**config.mk**
```make
export PLATFORM = sky130hd
export DESIGN_NAME = compaction_relocation_table_top
export DESIGN_NICKNAME = d
export VERILOG_FILES = /design/src/rtl/core/crt_pkg.sv /design/src/rtl/core/crt_ram.sv /design/src/rtl/core/crt_fifo.sv /design/src/rtl/core/crt_front.sv /design/src/rtl/core/crt_back.sv /design/src/rtl/core/compaction_relocation_table_top.sv
export SDC_FILE = /design/constraint.sdc
export NUM_CORES = 2
export LEC_CHECK = 0
export CAP_MARGIN = 20
export CORE_MARGIN = 1
export CORE_UTILIZATION = 50
export DETAILED_ROUTE_END_ITERATION = 12
export DONT_BUFFER_PORTS = 1
export PLACE_DENSITY = 0.63
export SLEW_MARGIN = 20
export SYNTH_ARGS = -nofsm -noshare
export SYNTH_HDL_FRONTEND = slang
export SYNTH_SLANG_ARGS = --single-unit
```
**constraint.sdc**
```tcl
create_clock -name clk -period 6.75 [get_ports clk]
set_input_delay 1.6875 -clock clk [delete_from_list [all_inputs] [get_ports clk]]
set_output_delay 1.6875 -clock clk [all_outputs]
set_load 0.02 [all_outputs]
```
**src/rtl/core/crt_pkg.sv**
```systemverilog
// Shared types, codes and helper functions of the compaction relocation table.
package crt_pkg;

  // Request codes as they arrive on req_type
  typedef enum logic [1:0] {
    REQ_START = 2'd0,
    REQ_NOTE  = 2'd1,
    REQ_CLOSE = 2'd2,
    REQ_MAP   = 2'd3
  } req_op_t;

  // Result kinds
  localparam logic [1:0] KIND_ACK     = 2'd0;
  localparam logic [1:0] KIND_MOVE    = 2'd1;
  localparam logic [1:0] KIND_SUMMARY = 2'd2;
  localparam logic [1:0] KIND_MAP     = 2'd3;

  localparam logic [15:0] POOL_RESET = 16'd16384;
  localparam int unsigned REQ_W = 52;

  typedef struct packed {
    req_op_t     op;
    logic        first_round;
    logic        full_pass;
    logic [15:0] heap_top;
    logic [15:0] chunk_offset;
    logic [15:0] chunk_size;
  } crt_req_t;

  typedef struct packed {
    logic [1:0]  result_kind;
    logic [15:0] move_from;
    logic [15:0] move_to;
    logic [15:0] move_bytes;
    logic        map_found;
    logic        last_result;
    logic [15:0] new_top;
    logic [15:0] free_bytes;
    logic        more_rounds;
  } crt_res_t;

  localparam int unsigned RES_W = $bits(crt_res_t);

  // Sequencer states of the back part
  typedef enum logic [3:0] {
    ST_IDLE,
    ST_NOTE_TOP_RD,
    ST_NOTE_TOP_CHK,
    ST_NOTE_STEP,
    ST_NOTE_CHK,
    ST_NOTE_DONE,
    ST_NOTE_HI,
    ST_CLOSE_NEXT,
    ST_CLOSE_SKIP,
    ST_MOVE_RD,
    ST_MOVE_EMIT,
    ST_MAP_NEXT,
    ST_MAP_CHK,
    ST_EMIT
  } crt_state_t;

  function automatic logic [15:0] sat_add(input logic [15:0] a, input logic [15:0] b);
    logic [16:0] s;
    s = {1'b0, a} + {1'b0, b};
    return s[16] ? 16'hFFFF : s[15:0];
  endfunction

  function automatic logic [15:0] free_calc(input logic [15:0] pool, input logic [15:0] top);
    return (top < pool) ? (pool - top) : 16'd0;
  endfunction

  function automatic crt_res_t mk_res(input logic [1:0] kind, input logic [15:0] from,
                                      input logic [15:0] to, input logic [15:0] bytes,
                                      input logic found, input logic last,
                                      input logic [15:0] top, input logic [15:0] freeb,
                                      input logic more);
    crt_res_t r;
    r.result_kind = kind;
    r.move_from   = from;
    r.move_to     = to;
    r.move_bytes  = bytes;
    r.map_found   = found;
    r.last_result = last;
    r.new_top     = top;
    r.free_bytes  = freeb;
    r.more_rounds = more;
    return r;
  endfunction

endpackage

```
**src/rtl/core/crt_ram.sv**
```systemverilog
// Generic single-write, single-read RAM with registered read data.
module crt_ram #(
  parameter int unsigned WIDTH = 32,
  parameter int unsigned DEPTH = 64
) (
  input  logic                             clk,
  input  logic                             we,
  input  logic [$clog2(DEPTH)-1:0]         waddr,
  input  logic [WIDTH-1:0]                 wdata,
  input  logic                             re,
  input  logic [$clog2(DEPTH)-1:0]         raddr,
  output logic [WIDTH-1:0]                 rdata
);

  logic [WIDTH-1:0] mem [DEPTH];

  // write port and registered read port
  always_ff @(posedge clk) begin
    if (we) begin
      mem[waddr] <= wdata;
    end
    if (re) begin
      rdata <= mem[raddr];
    end
  end

endmodule

```
**src/rtl/core/crt_fifo.sv**
```systemverilog
// Small synchronous FIFO used for the request and result queues.
module crt_fifo #(
  parameter int unsigned WIDTH = 8,
  parameter int unsigned DEPTH = 2
) (
  input  logic             clk,
  input  logic             rst,
  input  logic             push,
  input  logic [WIDTH-1:0] wdata,
  output logic             full,
  input  logic             pop,
  output logic [WIDTH-1:0] rdata,
  output logic             empty
);

  localparam int unsigned PW = (DEPTH > 1) ? $clog2(DEPTH) : 1;
  localparam int unsigned CW = $clog2(DEPTH + 1);

  logic [WIDTH-1:0] mem [DEPTH];
  logic [PW-1:0]    wptr;
  logic [PW-1:0]    rptr;
  logic [CW-1:0]    fill;
  logic             do_push;
  logic             do_pop;

  assign full    = (fill == CW'(DEPTH));
  assign empty   = (fill == '0);
  assign do_push = push && !full;
  assign do_pop  = pop && !empty;
  assign rdata   = mem[rptr];

  // storage
  always_ff @(posedge clk) begin
    if (do_push) begin
      mem[wptr] <= wdata;
    end
  end

  // pointers and fill level
  always_ff @(posedge clk) begin
    if (rst) begin
      wptr <= '0;
      rptr <= '0;
      fill <= '0;
    end else begin
      if (do_push) begin
        wptr <= (wptr == PW'(DEPTH - 1)) ? '0 : wptr + PW'(1);
      end
      if (do_pop) begin
        rptr <= (rptr == PW'(DEPTH - 1)) ? '0 : rptr + PW'(1);
      end
      if (do_push && !do_pop) begin
        fill <= fill + CW'(1);
      end else if (!do_push && do_pop) begin
        fill <= fill - CW'(1);
      end
    end
  end

endmodule

```
**src/rtl/core/crt_front.sv**
```systemverilog
// Front part: queues incoming requests and decodes them for the sequencer.
module crt_front (
  input  logic                clk,
  input  logic                rst,
  input  logic                push,
  output logic                full,
  input  logic [1:0]          req_type,
  input  logic                first_round,
  input  logic                full_pass,
  input  logic [15:0]         heap_top,
  input  logic [15:0]         chunk_offset,
  input  logic [15:0]         chunk_size,
  input  logic                take,
  output logic                req_valid,
  output crt_pkg::crt_req_t   req
);

  logic [crt_pkg::REQ_W-1:0] wdata;
  logic [crt_pkg::REQ_W-1:0] rdata;
  logic                      empty;

  assign wdata = {req_type, first_round, full_pass, heap_top, chunk_offset, chunk_size};

  crt_fifo #(
    .WIDTH (crt_pkg::REQ_W),
    .DEPTH (2)
  ) u_req_q (
    .clk   (clk),
    .rst   (rst),
    .push  (push),
    .wdata (wdata),
    .full  (full),
    .pop   (take),
    .rdata (rdata),
    .empty (empty)
  );

  // classify the oldest request
  always_comb begin
    req_valid        = !empty;
    req.op           = crt_pkg::req_op_t'(rdata[51:50]);
    req.first_round  = rdata[49];
    req.full_pass    = rdata[48];
    req.heap_top     = rdata[47:32];
    req.chunk_offset = rdata[31:16];
    req.chunk_size   = rdata[15:0];
  end

endmodule

```
**src/rtl/core/crt_back.sv**
```systemverilog
// Back part: sequencer that owns the sorted chunk table and produces results.
module crt_back #(
  parameter int unsigned TABLE_ENTRIES = 64
) (
  input  logic               clk,
  input  logic               rst,
  input  logic               cfg_valid,
  input  logic [15:0]        cfg_data,
  input  logic               req_valid,
  input  crt_pkg::crt_req_t  req,
  output logic               take,
  input  logic               res_full,
  output logic               res_push,
  output crt_pkg::crt_res_t  res_out
);

  localparam int unsigned AW = (TABLE_ENTRIES > 1) ? $clog2(TABLE_ENTRIES) : 1;
  localparam int unsigned CW = $clog2(TABLE_ENTRIES + 1);
  localparam logic [CW-1:0] FULL_CNT = CW'(TABLE_ENTRIES);
  localparam logic [CW-1:0] LAST_IDX = CW'(TABLE_ENTRIES - 1);

  crt_pkg::crt_state_t state, state_next;
  crt_pkg::crt_req_t   cur, cur_next;
  crt_pkg::crt_res_t   res, res_next;
  logic [CW-1:0]       idx, idx_next;
  logic [15:0]         top, top_next;
  logic [CW-1:0]       entry_count, entry_count_next;
  logic [CW-1:0]       first_moving, first_moving_next;
  logic [15:0]         window_low, window_low_next;
  logic [15:0]         window_high, window_high_next;
  logic [15:0]         running_top, running_top_next;
  logic [15:0]         last_full_top, last_full_top_next;
  logic                pass_is_full, pass_is_full_next;
  logic                closed, closed_next;
  logic [15:0]         pool_bytes;

  logic                ram_re;
  logic [AW-1:0]       ram_raddr;
  logic                ram_we;
  logic [AW-1:0]       ram_waddr;
  logic [31:0]         ram_wdata;
  logic [31:0]         rd_data;
  logic [15:0]         rd_old;
  logic [15:0]         rd_size;
  logic [CW-1:0]       idx_dec;
  logic [CW-1:0]       idx_inc;
  logic [CW-1:0]       cnt_inc;
  logic                more;
  logic                full_sel;
  logic [15:0]         start_top;
  logic [15:0]         move_top;

  assign rd_old  = rd_data[31:16];
  assign rd_size = rd_data[15:0];
  assign idx_dec = idx - CW'(1);
  assign idx_inc = idx + CW'(1);
  assign cnt_inc = (entry_count == FULL_CNT) ? entry_count : entry_count + CW'(1);
  assign more    = (entry_count == FULL_CNT);
  assign move_top = crt_pkg::sat_add(top, rd_size);

  // table storage: {old offset, size or new offset}
  crt_ram #(
    .WIDTH (32),
    .DEPTH (TABLE_ENTRIES)
  ) u_entries (
    .clk   (clk),
    .we    (ram_we),
    .waddr (ram_waddr),
    .wdata (ram_wdata),
    .re    (ram_re),
    .raddr (ram_raddr),
    .rdata (rd_data)
  );

  // state registers
  always_ff @(posedge clk) begin
    if (rst) begin
      state         <= crt_pkg::ST_IDLE;
      entry_count   <= '0;
      first_moving  <= '0;
      window_low    <= '0;
      window_high   <= '0;
      running_top   <= '0;
      last_full_top <= '0;
      pass_is_full  <= 1'b0;
      closed        <= 1'b0;
      pool_bytes    <= crt_pkg::POOL_RESET;
    end else begin
      state         <= state_next;
      entry_count   <= entry_count_next;
      first_moving  <= first_moving_next;
      window_low    <= window_low_next;
      window_high   <= window_high_next;
      running_top   <= running_top_next;
      last_full_top <= last_full_top_next;
      pass_is_full  <= pass_is_full_next;
      closed        <= closed_next;
      if (cfg_valid) begin
        pool_bytes <= cfg_data;
      end
    end
  end

  // working registers
  always_ff @(posedge clk) begin
    cur <= cur_next;
    res <= res_next;
    idx <= idx_next;
    top <= top_next;
  end

  // sequencer
  always_comb begin
    state_next         = state;
    cur_next           = cur;
    res_next           = res;
    idx_next           = idx;
    top_next           = top;
    entry_count_next   = entry_count;
    first_moving_next  = first_moving;
    window_low_next    = window_low;
    window_high_next   = window_high;
    running_top_next   = running_top;
    last_full_top_next = last_full_top;
    pass_is_full_next  = pass_is_full;
    closed_next        = closed;
    take               = 1'b0;
    res_push           = 1'b0;
    res_out            = res;
    ram_re             = 1'b0;
    ram_raddr          = idx[AW-1:0];
    ram_we             = 1'b0;
    ram_waddr          = idx[AW-1:0];
    ram_wdata          = {cur.chunk_offset, cur.chunk_size};
    full_sel           = 1'b0;
    start_top          = running_top;

    case (state)
      crt_pkg::ST_IDLE: begin
        if (req_valid) begin
          take     = 1'b1;
          cur_next = req;
          case (req.op)
            crt_pkg::REQ_START: begin
              if (req.first_round) begin
                full_sel          = req.full_pass || (last_full_top == 16'd0);
                pass_is_full_next = full_sel;
                start_top         = full_sel ? 16'd0 : last_full_top;
                running_top_next  = start_top;
                window_low_next   = start_top;
              end else begin
                window_low_next = window_high;
              end
              window_high_next  = req.heap_top;
              entry_count_next  = '0;
              first_moving_next = '0;
              closed_next       = 1'b0;
              res_next = crt_pkg::mk_res(crt_pkg::KIND_ACK, '0, '0, '0, 1'b0, 1'b1,
                                         start_top, '0, 1'b0);
              state_next = crt_pkg::ST_EMIT;
            end
            crt_pkg::REQ_NOTE: begin
              res_next = crt_pkg::mk_res(crt_pkg::KIND_ACK, '0, '0, '0, 1'b0, 1'b1,
                                         running_top, '0, 1'b0);
              if (closed || req.chunk_offset < window_low ||
                  req.chunk_offset >= window_high) begin
                state_next = crt_pkg::ST_EMIT;
              end else if (entry_count == FULL_CNT) begin
                idx_next   = LAST_IDX;
                state_next = crt_pkg::ST_NOTE_TOP_RD;
              end else begin
                idx_next   = entry_count;
                state_next = crt_pkg::ST_NOTE_STEP;
              end
            end
            crt_pkg::REQ_CLOSE: begin
              if (closed) begin
                res_next = crt_pkg::mk_res(crt_pkg::KIND_SUMMARY, '0, '0, '0, 1'b0, 1'b1,
                                           running_top,
                                           crt_pkg::free_calc(pool_bytes, running_top),
                                           more);
                state_next = crt_pkg::ST_EMIT;
              end else begin
                top_next   = running_top;
                idx_next   = '0;
                state_next = crt_pkg::ST_CLOSE_NEXT;
              end
            end
            default: begin
              // map request
              res_next = crt_pkg::mk_res(crt_pkg::KIND_MAP, '0, req.chunk_offset, '0,
                                         1'b0, 1'b1, running_top, '0, 1'b0);
              if (!closed) begin
                state_next = crt_pkg::ST_EMIT;
              end else if (req.chunk_offset < window_low ||
                           req.chunk_offset >= window_high) begin
                res_next.map_found = 1'b1;
                state_next         = crt_pkg::ST_EMIT;
              end else begin
                idx_next   = first_moving;
                state_next = crt_pkg::ST_MAP_NEXT;
              end
            end
          endcase
        end
      end

      // full table: a note past the last entry is dropped
      crt_pkg::ST_NOTE_TOP_RD: begin
        ram_re     = 1'b1;
        ram_raddr  = LAST_IDX[AW-1:0];
        state_next = crt_pkg::ST_NOTE_TOP_CHK;
      end
      crt_pkg::ST_NOTE_TOP_CHK: begin
        state_next = (rd_old < cur.chunk_offset) ? crt_pkg::ST_EMIT : crt_pkg::ST_NOTE_STEP;
      end

      // insertion walk from the top down, shifting entries not below the new offset up
      crt_pkg::ST_NOTE_STEP: begin
        if (idx == '0) begin
          ram_we     = 1'b1;
          state_next = crt_pkg::ST_NOTE_DONE;
        end else begin
          ram_re     = 1'b1;
          ram_raddr  = idx_dec[AW-1:0];
          state_next = crt_pkg::ST_NOTE_CHK;
        end
      end
      crt_pkg::ST_NOTE_CHK: begin
        ram_we = 1'b1;
        if (rd_old >= cur.chunk_offset) begin
          ram_wdata  = rd_data;
          idx_next   = idx_dec;
          state_next = crt_pkg::ST_NOTE_STEP;
        end else begin
          state_next = crt_pkg::ST_NOTE_DONE;
        end
      end
      crt_pkg::ST_NOTE_DONE: begin
        entry_count_next = cnt_inc;
        if (cnt_inc == FULL_CNT) begin
          ram_re     = 1'b1;
          ram_raddr  = LAST_IDX[AW-1:0];
          state_next = crt_pkg::ST_NOTE_HI;
        end else begin
          state_next = crt_pkg::ST_EMIT;
        end
      end
      crt_pkg::ST_NOTE_HI: begin
        window_high_next = crt_pkg::sat_add(rd_old, rd_size);
        state_next       = crt_pkg::ST_EMIT;
      end

      // close: skip chunks already in place
      crt_pkg::ST_CLOSE_NEXT: begin
        if (idx == entry_count) begin
          first_moving_next = idx;
          window_low_next   = window_high;
          running_top_next  = top;
          closed_next       = 1'b1;
          if (!more && pass_is_full) begin
            last_full_top_next = top;
          end
          res_next = crt_pkg::mk_res(crt_pkg::KIND_SUMMARY, '0, '0, '0, 1'b0, 1'b1, top,
                                     crt_pkg::free_calc(pool_bytes, top), more);
          state_next = crt_pkg::ST_EMIT;
        end else begin
          ram_re     = 1'b1;
          state_next = crt_pkg::ST_CLOSE_SKIP;
        end
      end
      crt_pkg::ST_CLOSE_SKIP: begin
        if (rd_old > top) begin
          first_moving_next = idx;
          window_low_next   = rd_old;
          state_next        = crt_pkg::ST_MOVE_EMIT;
        end else begin
          top_next   = crt_pkg::sat_add(top, rd_size);
          idx_next   = idx_inc;
          state_next = crt_pkg::ST_CLOSE_NEXT;
        end
      end

      // close: assign new offsets and emit moves
      crt_pkg::ST_MOVE_RD: begin
        ram_re     = 1'b1;
        state_next = crt_pkg::ST_MOVE_EMIT;
      end
      crt_pkg::ST_MOVE_EMIT: begin
        res_out = crt_pkg::mk_res(crt_pkg::KIND_MOVE, rd_old, top, rd_size, 1'b0, 1'b0,
                                  move_top, '0, 1'b0);
        if (idx_inc == entry_count) begin
          res_out.last_result = 1'b1;
          res_out.free_bytes  = crt_pkg::free_calc(pool_bytes, move_top);
          res_out.more_rounds = more;
        end
        if (!res_full) begin
          res_push  = 1'b1;
          ram_we    = 1'b1;
          ram_wdata = {rd_old, top};
          top_next  = move_top;
          idx_next  = idx_inc;
          if (idx_inc == entry_count) begin
            running_top_next = move_top;
            closed_next      = 1'b1;
            if (!more && pass_is_full) begin
              last_full_top_next = move_top;
            end
            state_next = crt_pkg::ST_IDLE;
          end else begin
            state_next = crt_pkg::ST_MOVE_RD;
          end
        end
      end

      // map: walk to the first entry not below the key
      crt_pkg::ST_MAP_NEXT: begin
        if (idx == entry_count) begin
          state_next = crt_pkg::ST_EMIT;
        end else begin
          ram_re     = 1'b1;
          state_next = crt_pkg::ST_MAP_CHK;
        end
      end
      crt_pkg::ST_MAP_CHK: begin
        if (rd_old >= cur.chunk_offset) begin
          if (rd_old == cur.chunk_offset) begin
            res_next.move_to   = rd_size;
            res_next.map_found = 1'b1;
          end
          state_next = crt_pkg::ST_EMIT;
        end else begin
          idx_next   = idx_inc;
          state_next = crt_pkg::ST_MAP_NEXT;
        end
      end

      crt_pkg::ST_EMIT: begin
        if (!res_full) begin
          res_push   = 1'b1;
          state_next = crt_pkg::ST_IDLE;
        end
      end

      default: begin
        state_next = crt_pkg::ST_IDLE;
      end
    endcase
  end

  // checks
  a_count_range: assert property (@(posedge clk) disable iff (rst)
    entry_count <= FULL_CNT)
    else $error("entry count beyond table size");

  a_first_moving: assert property (@(posedge clk) disable iff (rst)
    first_moving <= entry_count)
    else $error("first moving index beyond entry count");

  a_push_room: assert property (@(posedge clk) disable iff (rst)
    res_push |-> !res_full)
    else $error("result pushed into a full queue");

  a_take_idle: assert property (@(posedge clk) disable iff (rst)
    take |-> (state == crt_pkg::ST_IDLE && req_valid))
    else $error("request taken while busy");

  a_note_open: assert property (@(posedge clk) disable iff (rst)
    (ram_we && state != crt_pkg::ST_MOVE_EMIT) |-> !closed)
    else $error("table insert after close");

endmodule

```
**src/rtl/core/compaction_relocation_table_top.sv**
```systemverilog
// Top level of the compaction relocation table.
//
//  channel   handshake              moves
//  --------  ---------------------  ------------------------------------------
//  request   push / full            req_type, first_round, full_pass,
//                                   heap_top, chunk_offset, chunk_size
//  result    pop / empty            result_kind, move_from, move_to, move_bytes,
//                                   map_found, last_result, new_top,
//                                   free_bytes, more_rounds
//  config    cfg_valid / cfg_ready  cfg_data (pool_bytes)
//
// A start request sets up the round and answers with an acknowledgement; a note
// reads and rewrites each entry it shifts; a close visits every table entry; a map
// visits the entries from the first moved entry up to the first not below the key.
// The table RAM has a single registered read port: each entry read feeds the next state.
// Reset is synchronous; no clearing pass, table entries are only read once written.
// A full result queue stalls the sequencer; the request queue keeps accepting until full.
module compaction_relocation_table_top #(
  parameter int unsigned TABLE_ENTRIES = 64
) (
  input  logic        clk,
  input  logic        rst,
  input  logic        push,
  output logic        full,
  input  logic [1:0]  req_type,
  input  logic        first_round,
  input  logic        full_pass,
  input  logic [15:0] heap_top,
  input  logic [15:0] chunk_offset,
  input  logic [15:0] chunk_size,
  output logic        empty,
  input  logic        pop,
  output logic [1:0]  result_kind,
  output logic [15:0] move_from,
  output logic [15:0] move_to,
  output logic [15:0] move_bytes,
  output logic        map_found,
  output logic        last_result,
  output logic [15:0] new_top,
  output logic [15:0] free_bytes,
  output logic        more_rounds,
  input  logic        cfg_valid,
  output logic        cfg_ready,
  input  logic [15:0] cfg_data
);

  crt_pkg::crt_req_t req;
  crt_pkg::crt_res_t res_in;
  crt_pkg::crt_res_t res_q;
  logic              req_valid;
  logic              take;
  logic              res_push;
  logic              res_full;
  logic [crt_pkg::RES_W-1:0] res_bits;

  assign cfg_ready = 1'b1;

  crt_front u_front (
    .clk          (clk),
    .rst          (rst),
    .push         (push),
    .full         (full),
    .req_type     (req_type),
    .first_round  (first_round),
    .full_pass    (full_pass),
    .heap_top     (heap_top),
    .chunk_offset (chunk_offset),
    .chunk_size   (chunk_size),
    .take         (take),
    .req_valid    (req_valid),
    .req          (req)
  );

  crt_back #(
    .TABLE_ENTRIES (TABLE_ENTRIES)
  ) u_back (
    .clk       (clk),
    .rst       (rst),
    .cfg_valid (cfg_valid),
    .cfg_data  (cfg_data),
    .req_valid (req_valid),
    .req       (req),
    .take      (take),
    .res_full  (res_full),
    .res_push  (res_push),
    .res_out   (res_in)
  );

  crt_fifo #(
    .WIDTH (crt_pkg::RES_W),
    .DEPTH (2)
  ) u_res_q (
    .clk   (clk),
    .rst   (rst),
    .push  (res_push),
    .wdata (res_in),
    .full  (res_full),
    .pop   (pop),
    .rdata (res_bits),
    .empty (empty)
  );

  // unpack the oldest result onto the ports
  assign res_q       = crt_pkg::crt_res_t'(res_bits);
  assign result_kind = res_q.result_kind;
  assign move_from   = res_q.move_from;
  assign move_to     = res_q.move_to;
  assign move_bytes  = res_q.move_bytes;
  assign map_found   = res_q.map_found;
  assign last_result = res_q.last_result;
  assign new_top     = res_q.new_top;
  assign free_bytes  = res_q.free_bytes;
  assign more_rounds = res_q.more_rounds;

endmodule

```
Yosys cells after proc, flatten, opt, wreduce, memory -nomap -nowiden:

Memory sizes are Yosys's and may differ from the RTL's. A register that Yosys moved wholly into a read port is not among the register bits.
Cells that the tools add are included.

* memories: 3
* bits in registers: 248
* word-level logic and storage cells: 285
* output and inout port bits: 88
* RAM bits: 2322

Memory list
* u_back.u_entries.mem: words 64, bits a word 32, read ports 1, clocked after memory_dff 1, write ports 1, line crt_ram.sv:15 `logic [WIDTH-1:0] mem [DEPTH];`
* u_res_q.mem: words 2, bits a word 85, read ports 1, clocked after memory_dff 1, write ports 1, line crt_fifo.sv:19 `logic [WIDTH-1:0] mem [DEPTH];`
* u_front.u_req_q.mem: words 2, bits a word 52, read ports 1, clocked after memory_dff 1, write ports 1, line crt_fifo.sv:19

* add/subtract/negate cells: 16
* reduce and logical (&&, ||, !) cells: 54
* eq/ne operators: 44
* muxes and demuxes: 130
* $lt $le $gt $ge: 8
* bitwise operators: 1

Operator list (count)
* $mux 16: 31
* $mux 85: 4
* $pmux 85 s3: 1
* $pmux 16 s3: 4
* $mux 7: 15
* $pmux 16 s2: 3
* $lt 16x16->1: 5
* $pmux 34 s2: 1
* $mux 32: 2
* $pmux 32 s2: 1
* $pmux 4 s14: 1
* $sub 16x16->16: 3
* $pmux 7 s3: 2
* $mux 4: 10
* $pmux 18 s2: 1
* $pmux 7 s5: 1
* $add 16x16->17: 2
* $mux 1: 34
* $ge 16x16->1: 2
* $eq 4x4->1 const B: 6
* $reduce_and 6->1: 4
* $ne 2x2->1 const B: 9
* $pmux 6 s3: 1
* $mux 17: 1
* 43 further kinds: 109

Longest topological paths before layout:

* depth in word-level cells: 8
* depth in mapped cells: 25
* depth with buffers taken out: 23

By module:

Synthesis repeated with hierarchy kept, for this count alone.

* cells, all modules: 6019
* area, all modules: 106368.3 um2

By module, submodules not included
* crt_ram: cells an instance 3511, seq. area each 62459.9 um2, area each 79359.9 um2, instances 1
* crt_back: cells an instance 2029, seq. area each 5215.0 um2, area each 16678.5 um2, instances 1
* crt_fifo at u_res_q: cells an instance 289, seq. area each 5205.0 um2, area each 6358.6 um2, instances 1
* crt_fifo at u_front.u_req_q: cells an instance 187, seq. area each 3223.1 um2, area each 3956.3 um2, instances 1
* compaction_relocation_table_top: cells an instance 2, seq. area each 0.0 um2, area each 11.3 um2, instances 1
* crt_front: cells an instance 1, seq. area each 0.0 um2, area each 3.8 um2, instances 1

Worst setup path before layout:

Ideal clock, no wire load.

* path type: register -> register
* start point: register u_back.u_entries.rdata[17], read port of u_back.u_entries.mem
* end point: memory u_back.u_entries.mem[0][16] (data pin)
* arrival: 5.016 ns
* period minus slack after synthesis: 5.718 ns
* buffers on the path: 2
* required time: 6.048 ns
* path slack: 1.032 ns
* setup time: 0.702 ns
* cell stages (with the launch flop): 14
* path through: edfxtp_1 > ha_1 > nor2b_1 > o21a_1 > o21a_1 > o21ai_0 > a21oi_1 > o22a_1 > nand2b_1 > o21ai_1 > or2_2 > clkbuf_1 > clkbuf_1 > o21ai_0

* longest elaborated chain between the ends: 3

RTL lines
* start: declaration: line crt_ram.sv:12 `output logic [WIDTH-1:0] rdata`
* $ge 16x16->1: line crt_back.sv:231 `if (rd_old >= cur.chunk_offset) begin`
* $mux 32: line crt_back.sv:231
* $pmux 32 s2: line crt_back.sv:138 `case (state)`
* net u_back.ram_wdata[16]: line crt_back.sv:41 `logic [31:0] ram_wdata;`
* end: declaration: line crt_ram.sv:15

The timed path passes the listed nets, and every way through them passes these cells.

Worst setup path after layout:

* start point: register u_back.entry_count[2]
* end point: register u_back.u_entries.rdata[31], read port of u_back.u_entries.mem (data pin)

* longest elaborated chain between the ends: 5

RTL lines
* start: declaration: line crt_back.sv:27 `logic [CW-1:0] entry_count, entry_count_next;`
* start signal: assignment: line crt_back.sv:90 `entry_count <= entry_count_next;`
* $add 7x1->7 or $eq 7x7->1 (tied branches): line crt_back.sv:57 `assign cnt_inc = (entry_count == FULL_CNT) ? entry_count : entry_count + CW'(1);`
* $mux 7: line crt_back.sv:57
* $eq 7x7->1: line crt_back.sv:241 `if (cnt_inc == FULL_CNT) begin`
* $mux 1 or $mux 6 (tied branches): line crt_back.sv:241
* $pmux 1 s4 or $pmux 6 s3 (tied branches): line crt_back.sv:138

Several ways; a longest one is shown, not always the timed one.
A chain may end at the register's enable or synchronous reset.

==> impl_results.md <==
* Status: complete, but fails checks
* Failing checks: max-slew violations
* Layout Skew at ~0.062 ns
* RSZ-0062 raised after global routing: no
* CTS tree: yes
* DRT antenna net count at 0
* Clock slew at reported path FFs at ~0.060 ns
* Min Tclk post-route at between 6 and 7 ns
* Fmax at ~160 MHz
* Switching share of total power at about two fifths
* HP Class: reg -> reg
* Mean Syn Cell Area at between 10 and 15 um2
* Drt wl/cell at ~30 um
* CP Data Arrival Time at between 6 and 7 ns
* Flop pwr share at 33.7%
* Hold Slack at 0.475 ns
* Placed cell area at between 100000 and 150000 um2
* Combinational share of power at about 44%
* Int Pwr at 38.2 mW
* CTS Root Cell: clkbuf_16
* Drt first pass iters at 12
* H-tree depth at 5
* Largest net degree at the start of global routing at 200
* Global route overflow at 0
* Setup TNS at 0 ns
* Final hold vios at 0
* Filler Cell Count at around 17000
* Clock Power Share at 22.3%
* Port Buf Inserts at 0
* Final Non-Filler Cells at 11146
* # DRC at 0
* Post-CTS setup buffers at 0
* Setup Crit Path Kind: reg -> reg
* Met1 GRT Util at about two fifths
* Critical path startpoint category: flop
* Final #Nets at 8335
* Placed cells at approximately 11000
* Post-synthesis cell area at 109000 um2
* GRT Max-Usage Layer: met2
* Max Fanout on Critical Path at just under 200
* Endpoint class of the critical path: flop
* GRT Total Usage at roughly 29%
* Sequential area share after synthesis at 69.7%
* Cell Rows at approximately 170
* Max VDD drop at around 430 uV
* Vias in the first global route at between 60000 and 70000
* Slew Viols, Final at around 50
* Share of post-route cells with drive strength above 1 at roughly 13%
* PostCTS Resize Cnt at 0
* Antenna violations before repair at 11
* Die W at approximately 470 um
* Worst Path Required at 7.42 ns
* Routed WL at 332000 um
* Slew headroom at -1.74%
* Ports at between 150 and 200
* Met2 Usage GRT at roughly 45%
* Max clock buf depth at 4
* Seq cells post-synth at between 2000 and 3000
* Post-synth EDFFs at 2461
* Final setup fails at 0
* Power density cells at 530 nW/um2
* Leak pwr at roughly 42 nW
* Core area at 217000 um2
* CTS Sinks at about 2600
* Register area at between 70000 and 80000 um2
* Fraction of registers with async set/reset at 0%
* Mapped Nets at 8289
* DR vias at 72472
* Final core utilization at between 50% and 60%
* Measured slew at the worst slew-check pin at between 1.5 and 2 ns
* Main flop type after synthesis: edfxtp_1
* DIE HEIGHT at about 470 um
* Clk_lat worst skew at around 0.96 ns
* Synth cell types at a little over 80
* Switching power total at 26.8 mW
* Max-cap viol count at 0
* GP Congestion at between 0.9 and 1
* First-pass GRT wire length at between 400000 and 500000 um
* Hold Buf Count CTS at 0
* Area of the multi-input gates at about 31000 um2
* Tcrit/Tclk final at roughly 90%
* TritonCTS buffer count at between 200 and 300
* DR vias/cell at 6.50
* Layout area overhead at 12.5%
* Final HPWL DP at about 200000 um
* Die Footprint at 220000 um2
* Yosys warns at 0
* Cells after synthesis at 8056
* Initial Util at between 50% and 60%
* Met3 Usage GRT at about 5%
* First DRT Iteration DRCs at 9241
* Final Cell Area at approximately 120000 um2
Yosys cell counts (110+ instances only):
library cell	count	area share, %
a211oi_1	418	2.9
a211oi_2	134	1.5
a21oi_1	217	0.99
a31oi_1	489	2.8
and3_1	523	3.0
clkbuf_1	442	1.5
dfxtp_1	110	2.0
edfxtp_1	2461	68
ha_1	155	1.8
inv_1	140	0.48
mux2_2	131	1.4
nand2_1	1227	4.2
nor2_1	259	0.89
o21ai_0	157	0.72
power groups by stage:
| stage | Clock (mW) | Combinational, mW | Sequential [mW] |
|---|---|---|---|
| final | 14.5 | 28.7 | 21.9 |
| after global routing | 15.2 | 30.3 | 21.9 |
| after CTS | 14.6 | 28.2 | 21.8 |
| after detailed placement | 0 | 28.1 | 22.2 |
| after global placement | 0 | 27.7 | 22.1 |
| after floorplan | 0 | 16.7 | 21.7 |
critical path, cell delays in order (launching register included):
cell,delay [ns]
dfxtp_1,0.47
or4b_4,0.63
nor2_4,0.14
inv_2,0.15
ha_1,0.34
inv_1,0.07
a2111oi_2,0.36
a31oi_2,0.27
o211ai_4,0.40
nand2_8,0.36
buf_12,0.39
a211oi_1,0.60
a31oi_1,0.09
a221oi_1,0.60
nor3_1,0.14
a211o_1,0.29
layout make-up:
type / count / share of cell area (%)
inverter: 143 / 0.437
timing repair buffer: 354 / 2.74
tap: 2854 / 2.91
clock buffer: 375 / 6.19
multi-input combinational: 4750 / 25.1
antenna: 9 / 0.0183
clock inverter: 90 / 0.670
sequential: 2571 / 61.9
through the flow:
stage | power [mW] | setup slack [ns]
3_5_place_dp | 50.2 | 0.804
2_1_floorplan | 38.4 | 1.03
6_report | 65.1 | 0.659
3_3_place_gp | 49.8 | 0.696
5_1_grt | 67.5 | 0.245
4_1_cts | 64.6 | 0.814
logic make-up (layout without fill, tap and decap cells):
group / Yosys count / after routing / synth area share (%)
DFF: 2571 / 2571 / 69.7
muxes: 170 / 170 / 1.71
buffers and inverters: 735 / 962 / 2.79
adders and majority gates: 160 / 160 / 1.87
xor gates and xnor gates: 80 / 80 / 0.642
AOI/OAI and AO/OA: 2035 / 2035 / 13.6
and+or+nand+nor: 2304 / 2304 / 9.72
other: 1 / 10 / 0.00343
placed cells by master (no fill, tap or decap), drive strengths merged, types with 37 or more instances in the layout:
| master | synthesis | routed |
|---|---|---|
| a31oi | 490 | 490 |
| mux2 | 131 | 131 |
| a22o | 99 | 99 |
| o22ai | 62 | 62 |
| nor2b | 43 | 43 |
| a21oi | 217 | 217 |
| and2 | 43 | 43 |
| a22oi | 53 | 53 |
| nor3 | 60 | 60 |
| a211oi | 552 | 552 |
| a211o | 37 | 37 |
| xnor2 | 45 | 45 |
| clkbuf | 442 | 375 |
| clkinv | 2 | 66 |
| inv | 141 | 147 |
| dfxtp | 110 | 110 |
| buf | 150 | 354 |
| a221oi | 110 | 110 |
| o21ai | 178 | 178 |
| nor2 | 260 | 260 |
| nand2 | 1228 | 1228 |
| edfxtp | 2461 | 2461 |
| ha | 155 | 155 |
| a21o | 42 | 42 |
| and3 | 523 | 523 |
| a311oi | 40 | 40 |
| nand3 | 42 | 42 |
| mux2i | 39 | 39 |
metal layers:
layer,part of all wire (%),up-vias,wire length (um)
met1,40,36611,134000
met3,9.3,687,31000
li1,-,31337,-
met4,5.1,2,17000
met2,45,3835,150000
met5,0.0039,-,13
final timing paths:
path / startpoint / end / slack (ns) / cells after the start
worst min-delay path: u_back.first_moving[1]$_SDFFE_PP0P_ / u_back.first_moving[1]$_SDFFE_PP0P_ / 0.47 / 2
worst max register to register: u_back.entry_count[2]$_SDFFE_PP0P_ / u_back.u_entries.rdata[31]$_DFFE_PP_ / 0.66 / 15
worst max-delay path: u_back.entry_count[2]$_SDFFE_PP0P_ / u_back.u_entries.rdata[31]$_DFFE_PP_ / 0.66 / 15
worst min register to register: u_back.first_moving[1]$_SDFFE_PP0P_ / u_back.first_moving[1]$_SDFFE_PP0P_ / 0.47 / 2
registers in the layout (all words and copies together), names as in the netlist, named ones only:
name / count
u_back.u_entries.mem: 2048
u_res_q.mem: 170
u_front.u_req_q.mem: 104
u_back.res: 52
u_back.cur: 32
u_back.u_entries.rdata: 32
u_back.last_full_top: 16
u_back.pool_bytes: 16
u_back.running_top: 16
u_back.top: 16
u_back.window_high: 16
u_back.window_low: 16
u_back.entry_count: 7
u_back.first_moving: 7
u_back.idx: 7
u_back.state: 4
u_front.u_req_q.fill: 2
u_res_q.fill: 2
u_back.closed: 1
u_back.pass_is_full: 1
u_front.u_req_q.rptr: 1
u_front.u_req_q.wptr: 1
u_res_q.rptr: 1
u_res_q.wptr: 1
(Power assumes the default switching activity.)
